`config.mk`:
```
export PLATFORM = sky130hd
export DESIGN_NAME = xmodem_crc_packet_framer_unit
export DESIGN_NICKNAME = d
export VERILOG_FILES = /design/src/rtl/xcpf_pkg.sv /design/src/rtl/xmodem_crc_packet_framer_unit.sv
export VERILOG_INCLUDE_DIRS = /design/src /design/src/rtl
export SDC_FILE = /design/constraint.sdc
export NUM_CORES = 1
export LEC_CHECK = 0
export BUFFER_PORTS_ARGS = -buffer_cell sky130_fd_sc_hd__buf_2
export CAP_MARGIN = 10
export CORE_MARGIN = 2
export CORE_UTILIZATION = 45
export DETAILED_ROUTE_END_ITERATION = 12
export SYNTH_ARGS = -nofsm -noshare
export SYNTH_HDL_FRONTEND = slang
export SYNTH_SLANG_ARGS = --single-unit
export TNS_END_PERCENT = 50
```
`constraint.sdc`:
```
create_clock -name clk -period 7.2 [get_ports clk]
set_clock_uncertainty 0.2 [all_clocks]
set_input_delay 1.44 -clock clk [delete_from_list [all_inputs] [get_ports clk]]
set_output_delay 1.44 -clock clk [all_outputs]
set_load 0.05 [all_outputs]
```
`src/rtl/assert_macros.svh`:
```
// Assertion macros used by the RTL of the framer.
`ifndef ASSERT_MACROS_SVH
`define ASSERT_MACROS_SVH

`ifndef SYNTHESIS

// Same-cycle implication, checked at every rising clock edge outside reset.
`define XCPF_ASSERT_IMP(lbl, clk, rst, ante, cons) \
  lbl: assert property (@(posedge clk) disable iff (rst) (ante) |-> (cons)) \
    else $error("assertion failed: same-cycle implication");

// Next-cycle implication, checked at every rising clock edge outside reset.
`define XCPF_ASSERT_NXT(lbl, clk, rst, ante, cons) \
  lbl: assert property (@(posedge clk) disable iff (rst) (ante) |=> (cons)) \
    else $error("assertion failed: next-cycle implication");

`else

`define XCPF_ASSERT_IMP(lbl, clk, rst, ante, cons)
`define XCPF_ASSERT_NXT(lbl, clk, rst, ante, cons)

`endif

`endif

```
`src/rtl/xcpf_pkg.sv`:
```
// Types, constants and the CRC helper for the XMODEM-CRC packet framer.
package xcpf_pkg;

  localparam int PAYLOAD_BYTES = 128;
  localparam int IDX_W         = 7;
  localparam int MAX_RES       = 4;
  localparam int CNT_W         = 3;

  localparam logic [7:0]  START_BYTE = 8'h01;
  localparam logic [7:0]  BYTE_MASK  = 8'hff;
  localparam logic [15:0] CRC_POLY   = 16'h1021;
  localparam logic [15:0] CRC_INIT   = 16'h0000;

  localparam logic [IDX_W-1:0] LAST_INDEX = IDX_W'(PAYLOAD_BYTES - 1);

  // One accepted input transfer.
  typedef struct packed {
    logic [7:0] data_byte;
    logic [7:0] packet_number;
  } byte_item_t;

  // One output transfer of the framed stream.
  typedef struct packed {
    logic [7:0] out_byte;
    logic       run_last;
    logic       packet_end;
  } frame_item_t;

  // Folds one byte into a CRC-16-CCITT, MSB first.
  function automatic logic [15:0] crc_fold(input logic [15:0] crc, input logic [7:0] b);
    logic [15:0] c;
    c = crc ^ {b, 8'h00};
    for (int i = 0; i < 8; i++) begin
      if (c[15]) begin
        c = {c[14:0], 1'b0} ^ CRC_POLY;
      end else begin
        c = {c[14:0], 1'b0};
      end
    end
    return c;
  endfunction

endpackage

```
`src/rtl/xmodem_crc_packet_framer_unit.sv`:
```
// Top level of the XMODEM-CRC packet framer.
//
// The byte channel (byte_valid, byte_stall, byte_item) takes one payload byte
// and the packet number per transfer. The frame channel (frame_valid,
// frame_stall, frame_item) delivers the framed stream one byte per transfer.
// The first payload byte of a packet gives four frame bytes: start byte,
// packet number, its complement and the data byte. A middle byte gives one,
// and the last byte of a packet gives three: data, CRC high and CRC low.
// The CRC is folded into the running value as each byte is accepted.
// The first frame byte of an item passes the pending registers, then the output
// register. With an idle receiver a middle payload byte is taken every cycle;
// after the first or last byte of a packet the next byte waits until all of its
// frame bytes have entered the output register; the frame port sends one byte per cycle.
// A stalled receiver holds the output register; the pending item waits behind
// it, and the byte channel stalls until that item has moved out completely.
// Reset clears the packet position, the CRC and both valid stages.
`include "assert_macros.svh"

module xmodem_crc_packet_framer_unit (
  input  logic                   clk,
  input  logic                   rst,
  input  logic                   byte_valid,
  output logic                   byte_stall,
  input  xcpf_pkg::byte_item_t   byte_item,
  output logic                   frame_valid,
  input  logic                   frame_stall,
  output xcpf_pkg::frame_item_t  frame_item
);
  import xcpf_pkg::*;

  // Packet state.
  logic [IDX_W-1:0] byte_index;
  logic [15:0]      crc_value;

  // Pending item: its frame bytes in transmit order, shifted out one by one.
  logic [7:0]       pend_bytes [MAX_RES];
  logic [7:0]       pend_bytes_next [MAX_RES];
  logic [CNT_W-1:0] pend_cnt;
  logic [CNT_W-1:0] pend_cnt_next;
  logic             pend_end;
  logic             pend_end_next;

  logic             out_load;
  logic             pend_free;
  logic             byte_acc;
  logic             first_byte;
  logic             last_byte;
  logic [15:0]      crc_next;

  // Handshake: the pending item frees as its last byte enters the output register.
  always_comb begin
    out_load   = (pend_cnt != '0) && (!frame_valid || !frame_stall);
    pend_free  = (pend_cnt == '0) || (out_load && (pend_cnt == CNT_W'(1)));
    byte_stall = !pend_free;
    byte_acc   = byte_valid && !byte_stall;
  end

  // Frame bytes for a newly accepted payload byte.
  always_comb begin
    first_byte = (byte_index == '0);
    last_byte  = (byte_index >= LAST_INDEX);
    crc_next   = crc_fold(crc_value, byte_item.data_byte);
    for (int i = 0; i < MAX_RES; i++) begin
      pend_bytes_next[i] = 8'h00;
    end
    pend_end_next = 1'b0;
    if (first_byte) begin
      pend_bytes_next[0] = START_BYTE;
      pend_bytes_next[1] = byte_item.packet_number;
      pend_bytes_next[2] = byte_item.packet_number ^ BYTE_MASK;
      pend_bytes_next[3] = byte_item.data_byte;
      pend_cnt_next      = CNT_W'(4);
    end else if (last_byte) begin
      pend_bytes_next[0] = byte_item.data_byte;
      pend_bytes_next[1] = crc_next[15:8];
      pend_bytes_next[2] = crc_next[7:0];
      pend_cnt_next      = CNT_W'(3);
      pend_end_next      = 1'b1;
    end else begin
      pend_bytes_next[0] = byte_item.data_byte;
      pend_cnt_next      = CNT_W'(1);
    end
  end

  // Control state: packet position, CRC, pending count and output valid.
  always_ff @(posedge clk) begin
    if (rst) begin
      byte_index  <= '0;
      crc_value   <= CRC_INIT;
      pend_cnt    <= '0;
      frame_valid <= 1'b0;
    end else begin
      if (byte_acc) begin
        pend_cnt <= pend_cnt_next;
        if (last_byte) begin
          byte_index <= '0;
          crc_value  <= CRC_INIT;
        end else begin
          byte_index <= byte_index + IDX_W'(1);
          crc_value  <= crc_next;
        end
      end else if (out_load) begin
        pend_cnt <= pend_cnt - CNT_W'(1);
      end
      if (out_load) begin
        frame_valid <= 1'b1;
      end else if (!frame_stall) begin
        frame_valid <= 1'b0;
      end
    end
  end

  // Payload registers: pending bytes and the output register.
  always_ff @(posedge clk) begin
    if (byte_acc) begin
      pend_bytes <= pend_bytes_next;
      pend_end   <= pend_end_next;
    end else if (out_load) begin
      for (int i = 0; i < MAX_RES - 1; i++) begin
        pend_bytes[i] <= pend_bytes[i+1];
      end
      pend_bytes[MAX_RES-1] <= 8'h00;
    end
    if (out_load) begin
      frame_item.out_byte   <= pend_bytes[0];
      frame_item.run_last   <= (pend_cnt == CNT_W'(1));
      frame_item.packet_end <= (pend_cnt == CNT_W'(1)) && pend_end;
    end
  end

  // Checks on the framing logic.
  `XCPF_ASSERT_IMP(a_end_is_last, clk, rst, frame_valid && frame_item.packet_end, frame_item.run_last)
  `XCPF_ASSERT_IMP(a_cnt_bound, clk, rst, 1'b1, pend_cnt <= CNT_W'(MAX_RES))
  `XCPF_ASSERT_NXT(a_header_len, clk, rst, byte_acc && (byte_index == '0), pend_cnt == CNT_W'(MAX_RES))
  `XCPF_ASSERT_NXT(a_crc_cleared, clk, rst, byte_acc && (byte_index >= LAST_INDEX), (byte_index == '0) && (crc_value == CRC_INIT))

endmodule

```
[Word-level counts from Yosys, hierarchy flattened]
Cells that the tools add are included.
Word-level totals
  bits in registers: 70
  input port bits: 20
  output and inout bits: 12
  word-level logic and storage cells: 62
Cells by class
  add/sub/neg operators: 2
  order comparisons: 1
  eq/ne operators: 2
  mux-type cells: 22
  bitwise operators: 10
  reduce and logical (&&, ||, !) cells: 13
Operators with widths (number)
  2-to-1 mux 13 bit: 8
  2-to-1 mux 32 bit: 2
  2-to-1 mux 16 bit: 2
  2-to-1 mux 24 bit: 1
  inverter 3 bit: 8
  bitwise XOR 16 bit: 1
  2-to-1 mux 3 bit: 3
  2-to-1 mux 8 bit: 1
  inverter 8 bit: 1
  adder 7 x 1 -> 7 bit (second input constant): 1
  greater-or-equal comparator 7 bit (second input constant): 1
  zero test 7 bit: 1
  2-to-1 mux 7 bit: 1
  logical AND 1 bit: 4
  equality test 3 x 1 -> 1 bit (second input constant): 1
  zero test 1 bit: 3
  zero test 3 bit: 1
  2-to-1 mux 1 bit: 3
  nonzero test 3 bit: 1
  subtractor 3 x 1 -> 3 bit (second input constant): 1
  logical OR 1 bit: 2
  2-to-1 mux 2 bit: 1
  != test 2 x 1 -> 1 bit (second input constant): 1
  nonzero test 2 bit: 1

[Longest topological paths before layout]
  depth in word-level cells: 20
  mapped depth: 9

[Worst setup path after synthesis]
OpenSTA, ideal clock, no wires.
  path type: input-to-output
  start point: input port frame_stall
  end point: output port byte_stall
  arrival: 2.280 ns
  required time: 5.560 ns
  slack: 3.280 ns
  cell stages on the path: 2
  path buffers: 0
  cells stage by stage: a21boi_2 > o21bai_1
On the way
  cells in the longest elaborated chain, start to end: 6
Ends and longest elaborated chain
  start, declared: RTL line xmodem_crc_packet_framer_unit.sv:26  | input logic frame_stall,
  zero test 1 bit
  logical OR 1 bit: RTL line xmodem_crc_packet_framer_unit.sv:52  | out_load = (pend_cnt != '0) && (!frame_valid || !frame_stall);
  logical AND 1 bit: RTL line xmodem_crc_packet_framer_unit.sv:52
  logical AND 1 bit: RTL line xmodem_crc_packet_framer_unit.sv:53  | pend_free = (pend_cnt == '0) || (out_load && (pend_cnt == CNT_W'(1)));
  logical OR 1 bit: RTL line xmodem_crc_packet_framer_unit.sv:53
  zero test 1 bit: RTL line xmodem_crc_packet_framer_unit.sv:54  | byte_stall = !pend_free;
  end, declared: RTL line xmodem_crc_packet_framer_unit.sv:23  | output logic byte_stall,
No other way between the ends.

[Final worst setup path]
Same ends and word-level chain as after synthesis.

==> summary by stage <==
Timing
The shortest clock period the worst path allows after layout is 3.75 ns. The count of final hold-check violations is 0. The setup TNS after final layout is 0 ns. The slew at the pin with the worst max-slew slack is 1.04 ns. The maximum clock frequency is 267 MHz. Setup repair after global routing left no endpoint under its margin. Setup violations remaining at the end of the flow were counted as 0. Of the available clock period, the critical path in the final layout requires 0.520. The total count of max-transition violations in the final report was 0. Measured against its own limit, the worst slew margin works out to 0.304.

Yosys
By area the synthesized netlist is led by sky130_fd_sc_hd__edfxtp_1 41%, sky130_fd_sc_hd__dfxtp_1 17%, sky130_fd_sc_hd__xnor2_1 3.6%, sky130_fd_sc_hd__nand2_1 3.2%, sky130_fd_sc_hd__a21oi_1 3.1%. The netlist area before placement is 3190 µm². Counting flops with a built-in enable in the synthesized netlist gives 43. Yosys printed 0 warnings. Yosys mapped the design onto 47 distinct sky130hd cell types.

When the netlist entered floorplanning its net count stood at 303. For this run, the register share of the synthesized area comes to 0.575. The mean area per synthesized cell is 11.5 µm². The most instantiated flip-flop cell in the synthesis netlist is sky130_fd_sc_hd__edfxtp_1. For this run, asynchronously set or reset flops after synthesis account for 0. The post-synthesis register bit count is 70.

The portion of synthesized cell area occupied by the leading cell type is 0.405. The post-synthesis cell type with the largest combined area is sky130_fd_sc_hd__edfxtp_1. Counting every instance in the synthesized netlist gives 278.

Place
The placed instances occupy a cell area of 3420 µm². The number of cells after detailed placement is 393. The quantity of I/O buffers inserted on ports is 31. Detailed placement ended at an HPWL of 4.24 mm. The global placement routability congestion is 0.750.

Drt
The remaining routing DRC violations is 0. The via density per instance is 5.35. After detailed routing, the average wire length per cell comes to 16.2 µm. The total via count after detailed routing is 2190.

The first TritonRoute pass finished after 4 iterations. The detail route stage leaves a number of antenna-violating nets equal to 0. The number of DRC markers in iteration 0 is 194. The total length of routed wires is 6.64 mm.

Pwr
The switching portion of total power is 0.397. The worst-case vdd ir drop is 0.162 mV. The internal power of the cells totals 0.00112 W. Dividing total power by cell area gives a power density of 513 nW/µm². The share of total power dissipated in sequential elements is 0.400.

The net switching power is 0.000738 W. The power share of the clock group is 0.183. The leakage component of the power is 1.41 nW. Total power for the finished layout comes to 0.00186 W.

The combinational cell fraction of total power is 0.417.

CTS
After clock tree synthesis, the flow added hold-fix buffers numbering 0. The clock sink count is 70. The deepest clock path buffer count is 2. The number of resized instances in the post-cts repair step is 0.

The clock-pin slew on the worst setup and hold paths is 0.07 ns. After clock tree synthesis, the setup repair step added 0 buffers. TritonCTS built the clock tree. The number of clock buffers inserted by TritonCTS is 9.

The clock insertion delay at the later pin of the skew report is 0.34 ns. In this run the number of H-tree levels came out at 3. The clock tree root driver cell is sky130_fd_sc_hd__clkbuf_8.

Layout
The area growth from synthesis to final layout is 13.8%. At the end of the flow, the number of nets in the layout was 333. The number of standard cells in the layout, taps in and fillers out is 409. The layout cell share with drive strength beyond 1 is 0.198.

0 antenna diodes ended up in the layout. The final cell area excluding filler cells is 3630 µm².

Global routing
The aggregate global-route resource usage is 0.183. The maximum number of pins on one net before global-route repair is 58. The initial antenna violation count was 0.

After global routing the overflow that remains totals 0. The first global-routing pass estimated 10.7 mm of wire. The via count of the first global-routing pass is 1996.

Floorplanning
The standard cell core area is 6830 µm². In this run the count of I/O pins placed on the die edge is 32. The initial core utilization is 0.467. In this run the vertical extent of the chip is 88.2 µm. The die covers 7770 µm². The floorplan row count is 30. In this run the horizontal extent of the chip is 88.2 µm.

Setup path
The setup slack on the worst flop-to-flop path is 4.34 ns. The category of the most critical setup path is in -> out. The critical path endpoint category is an output port. The top fanout value on the critical path is 4.

The data arrival time of the worst path is 2.11 ns. Data on the critical path is required at its endpoint by 5.56 ns. The startpoint type of the worst setup path is a primary input.

Outcome
The run finished with clean final reports.

Min path
The kind of path behind the tightest hold check is reg -> reg.

Job
Across the run, the number of max-cap violations was 0.
flip-flops by register name, indices dropped and copies added (netlist names):
signal and count:
pend_cnt 3, crc_value 16, pend_end 1, frame_item 10, byte_index 7, frame_valid 1
pend_bytes 32
worst max-delay path, stage by stage:
cell and delay (ns):
sky130_fd_sc_hd__buf_2 0.12, sky130_fd_sc_hd__a21boi_2 0.25, sky130_fd_sc_hd__o21bai_1 0.09, sky130_fd_sc_hd__buf_2 0.21
cell families after synthesis:
| kind of cell | after synthesis | synth area share |
|---|---|---|
| compound gates | 60 | 0.137 |
| xor+xnor | 29 | 0.0914 |
| fa+ha+maj | 5 | 0.0196 |
| flops | 70 | 0.575 |
| buf+inv | 21 | 0.0314 |
| simple gates | 93 | 0.146 |
layout make-up:
cell class,count,area [µm²]
clock buffer,9,124
clock inverter,7,88.8
sequential,70,1830
fill,641,3200
inverter,6,22.5
timing repair buffer,34,178
tap,96,120
multi-input combinational,187,1260
metrics by stage:
step	hold WS, ns	setup slack (ns)	utilization
after global placement	0.200	3.45	0.500
after CTS	0.225	3.45	0.531
after floorplan	0.200	3.28	-
after detailed placement	0.207	3.42	0.500
after global routing	0.231	3.40	0.531
final	0.224	3.45	0.531
power groups by stage:
stage	clock network, W	registers, W	logic [W]
final	0.000341	0.000745	0.000776
after detailed placement	0	0.000754	0.000776
after floorplan	0	0.000856	0.000498
after global routing	0.000358	0.000765	0.000850
after global placement	0	0.000748	0.000773
after CTS	0.000346	0.000746	0.000781
synth_stat cells (4+ instances only):
cell,number
sky130_fd_sc_hd__clkbuf_1,5
sky130_fd_sc_hd__nand2_1,27
sky130_fd_sc_hd__a221o_1,7
sky130_fd_sc_hd__xnor2_1,13
sky130_fd_sc_hd__nand3_1,15
sky130_fd_sc_hd__nor2_1,12
sky130_fd_sc_hd__edfxtp_1,43
sky130_fd_sc_hd__buf_2,8
sky130_fd_sc_hd__nor3_1,12
sky130_fd_sc_hd__a2bb2o_1,4
sky130_fd_sc_hd__and3_1,8
sky130_fd_sc_hd__inv_1,4
sky130_fd_sc_hd__or3_1,6
sky130_fd_sc_hd__ha_1,5
sky130_fd_sc_hd__dfxtp_1,27
sky130_fd_sc_hd__a211oi_1,4
sky130_fd_sc_hd__xnor2_2,4
sky130_fd_sc_hd__xor2_1,11
sky130_fd_sc_hd__o22ai_1,8
sky130_fd_sc_hd__a21oi_1,20
metal layers:
layer  vias to the layer above  share of wire  track usage
met5                         -              0            0
met4                         0          0.016       0.0661
met3                        12          0.036       0.0320
met2                        47           0.43        0.262
met1                      1049           0.51        0.277
li1                       1082              -            -
cell usage in the layout (no fill, tap or decap), types with 2 or more instances in the layout:
cell / n
sky130_fd_sc_hd__a211oi_1: 4
sky130_fd_sc_hd__a21oi_1: 20
sky130_fd_sc_hd__a221o_1: 7
sky130_fd_sc_hd__a22o_1: 3
sky130_fd_sc_hd__a2bb2o_1: 4
sky130_fd_sc_hd__and3_1: 8
sky130_fd_sc_hd__buf_2: 31
sky130_fd_sc_hd__buf_4: 3
sky130_fd_sc_hd__bufinv_16: 2
sky130_fd_sc_hd__clkbuf_8: 9
sky130_fd_sc_hd__clkinv_2: 2
sky130_fd_sc_hd__clkinvlp_4: 2
sky130_fd_sc_hd__dfxtp_1: 27
sky130_fd_sc_hd__edfxtp_1: 43
sky130_fd_sc_hd__ha_1: 5
sky130_fd_sc_hd__inv_1: 4
sky130_fd_sc_hd__inv_2: 2
sky130_fd_sc_hd__nand2_1: 27
sky130_fd_sc_hd__nand2b_1: 2
sky130_fd_sc_hd__nand3_1: 15
sky130_fd_sc_hd__nor2_1: 12
sky130_fd_sc_hd__nor2b_1: 2
sky130_fd_sc_hd__nor3_1: 12
sky130_fd_sc_hd__o211ai_1: 2
sky130_fd_sc_hd__o21ai_0: 3
sky130_fd_sc_hd__o22ai_1: 8
sky130_fd_sc_hd__or3_1: 6
sky130_fd_sc_hd__xnor2_1: 13
sky130_fd_sc_hd__xnor2_2: 4
sky130_fd_sc_hd__xor2_1: 11
path summary, 6_finish.rpt:
| check | endpoint | startpoint | cells past startpoint |
|---|---|---|---|
| max reg2reg | pend_bytes[17] | pend_cnt[0] | 7 |
| max | byte_stall | frame_stall | 4 |
| min | frame_item[4] | pend_bytes[26] | 0 |
| min reg2reg | frame_item[4] | pend_bytes[26] | 0 |
Power figures use the tool's default switching activity.
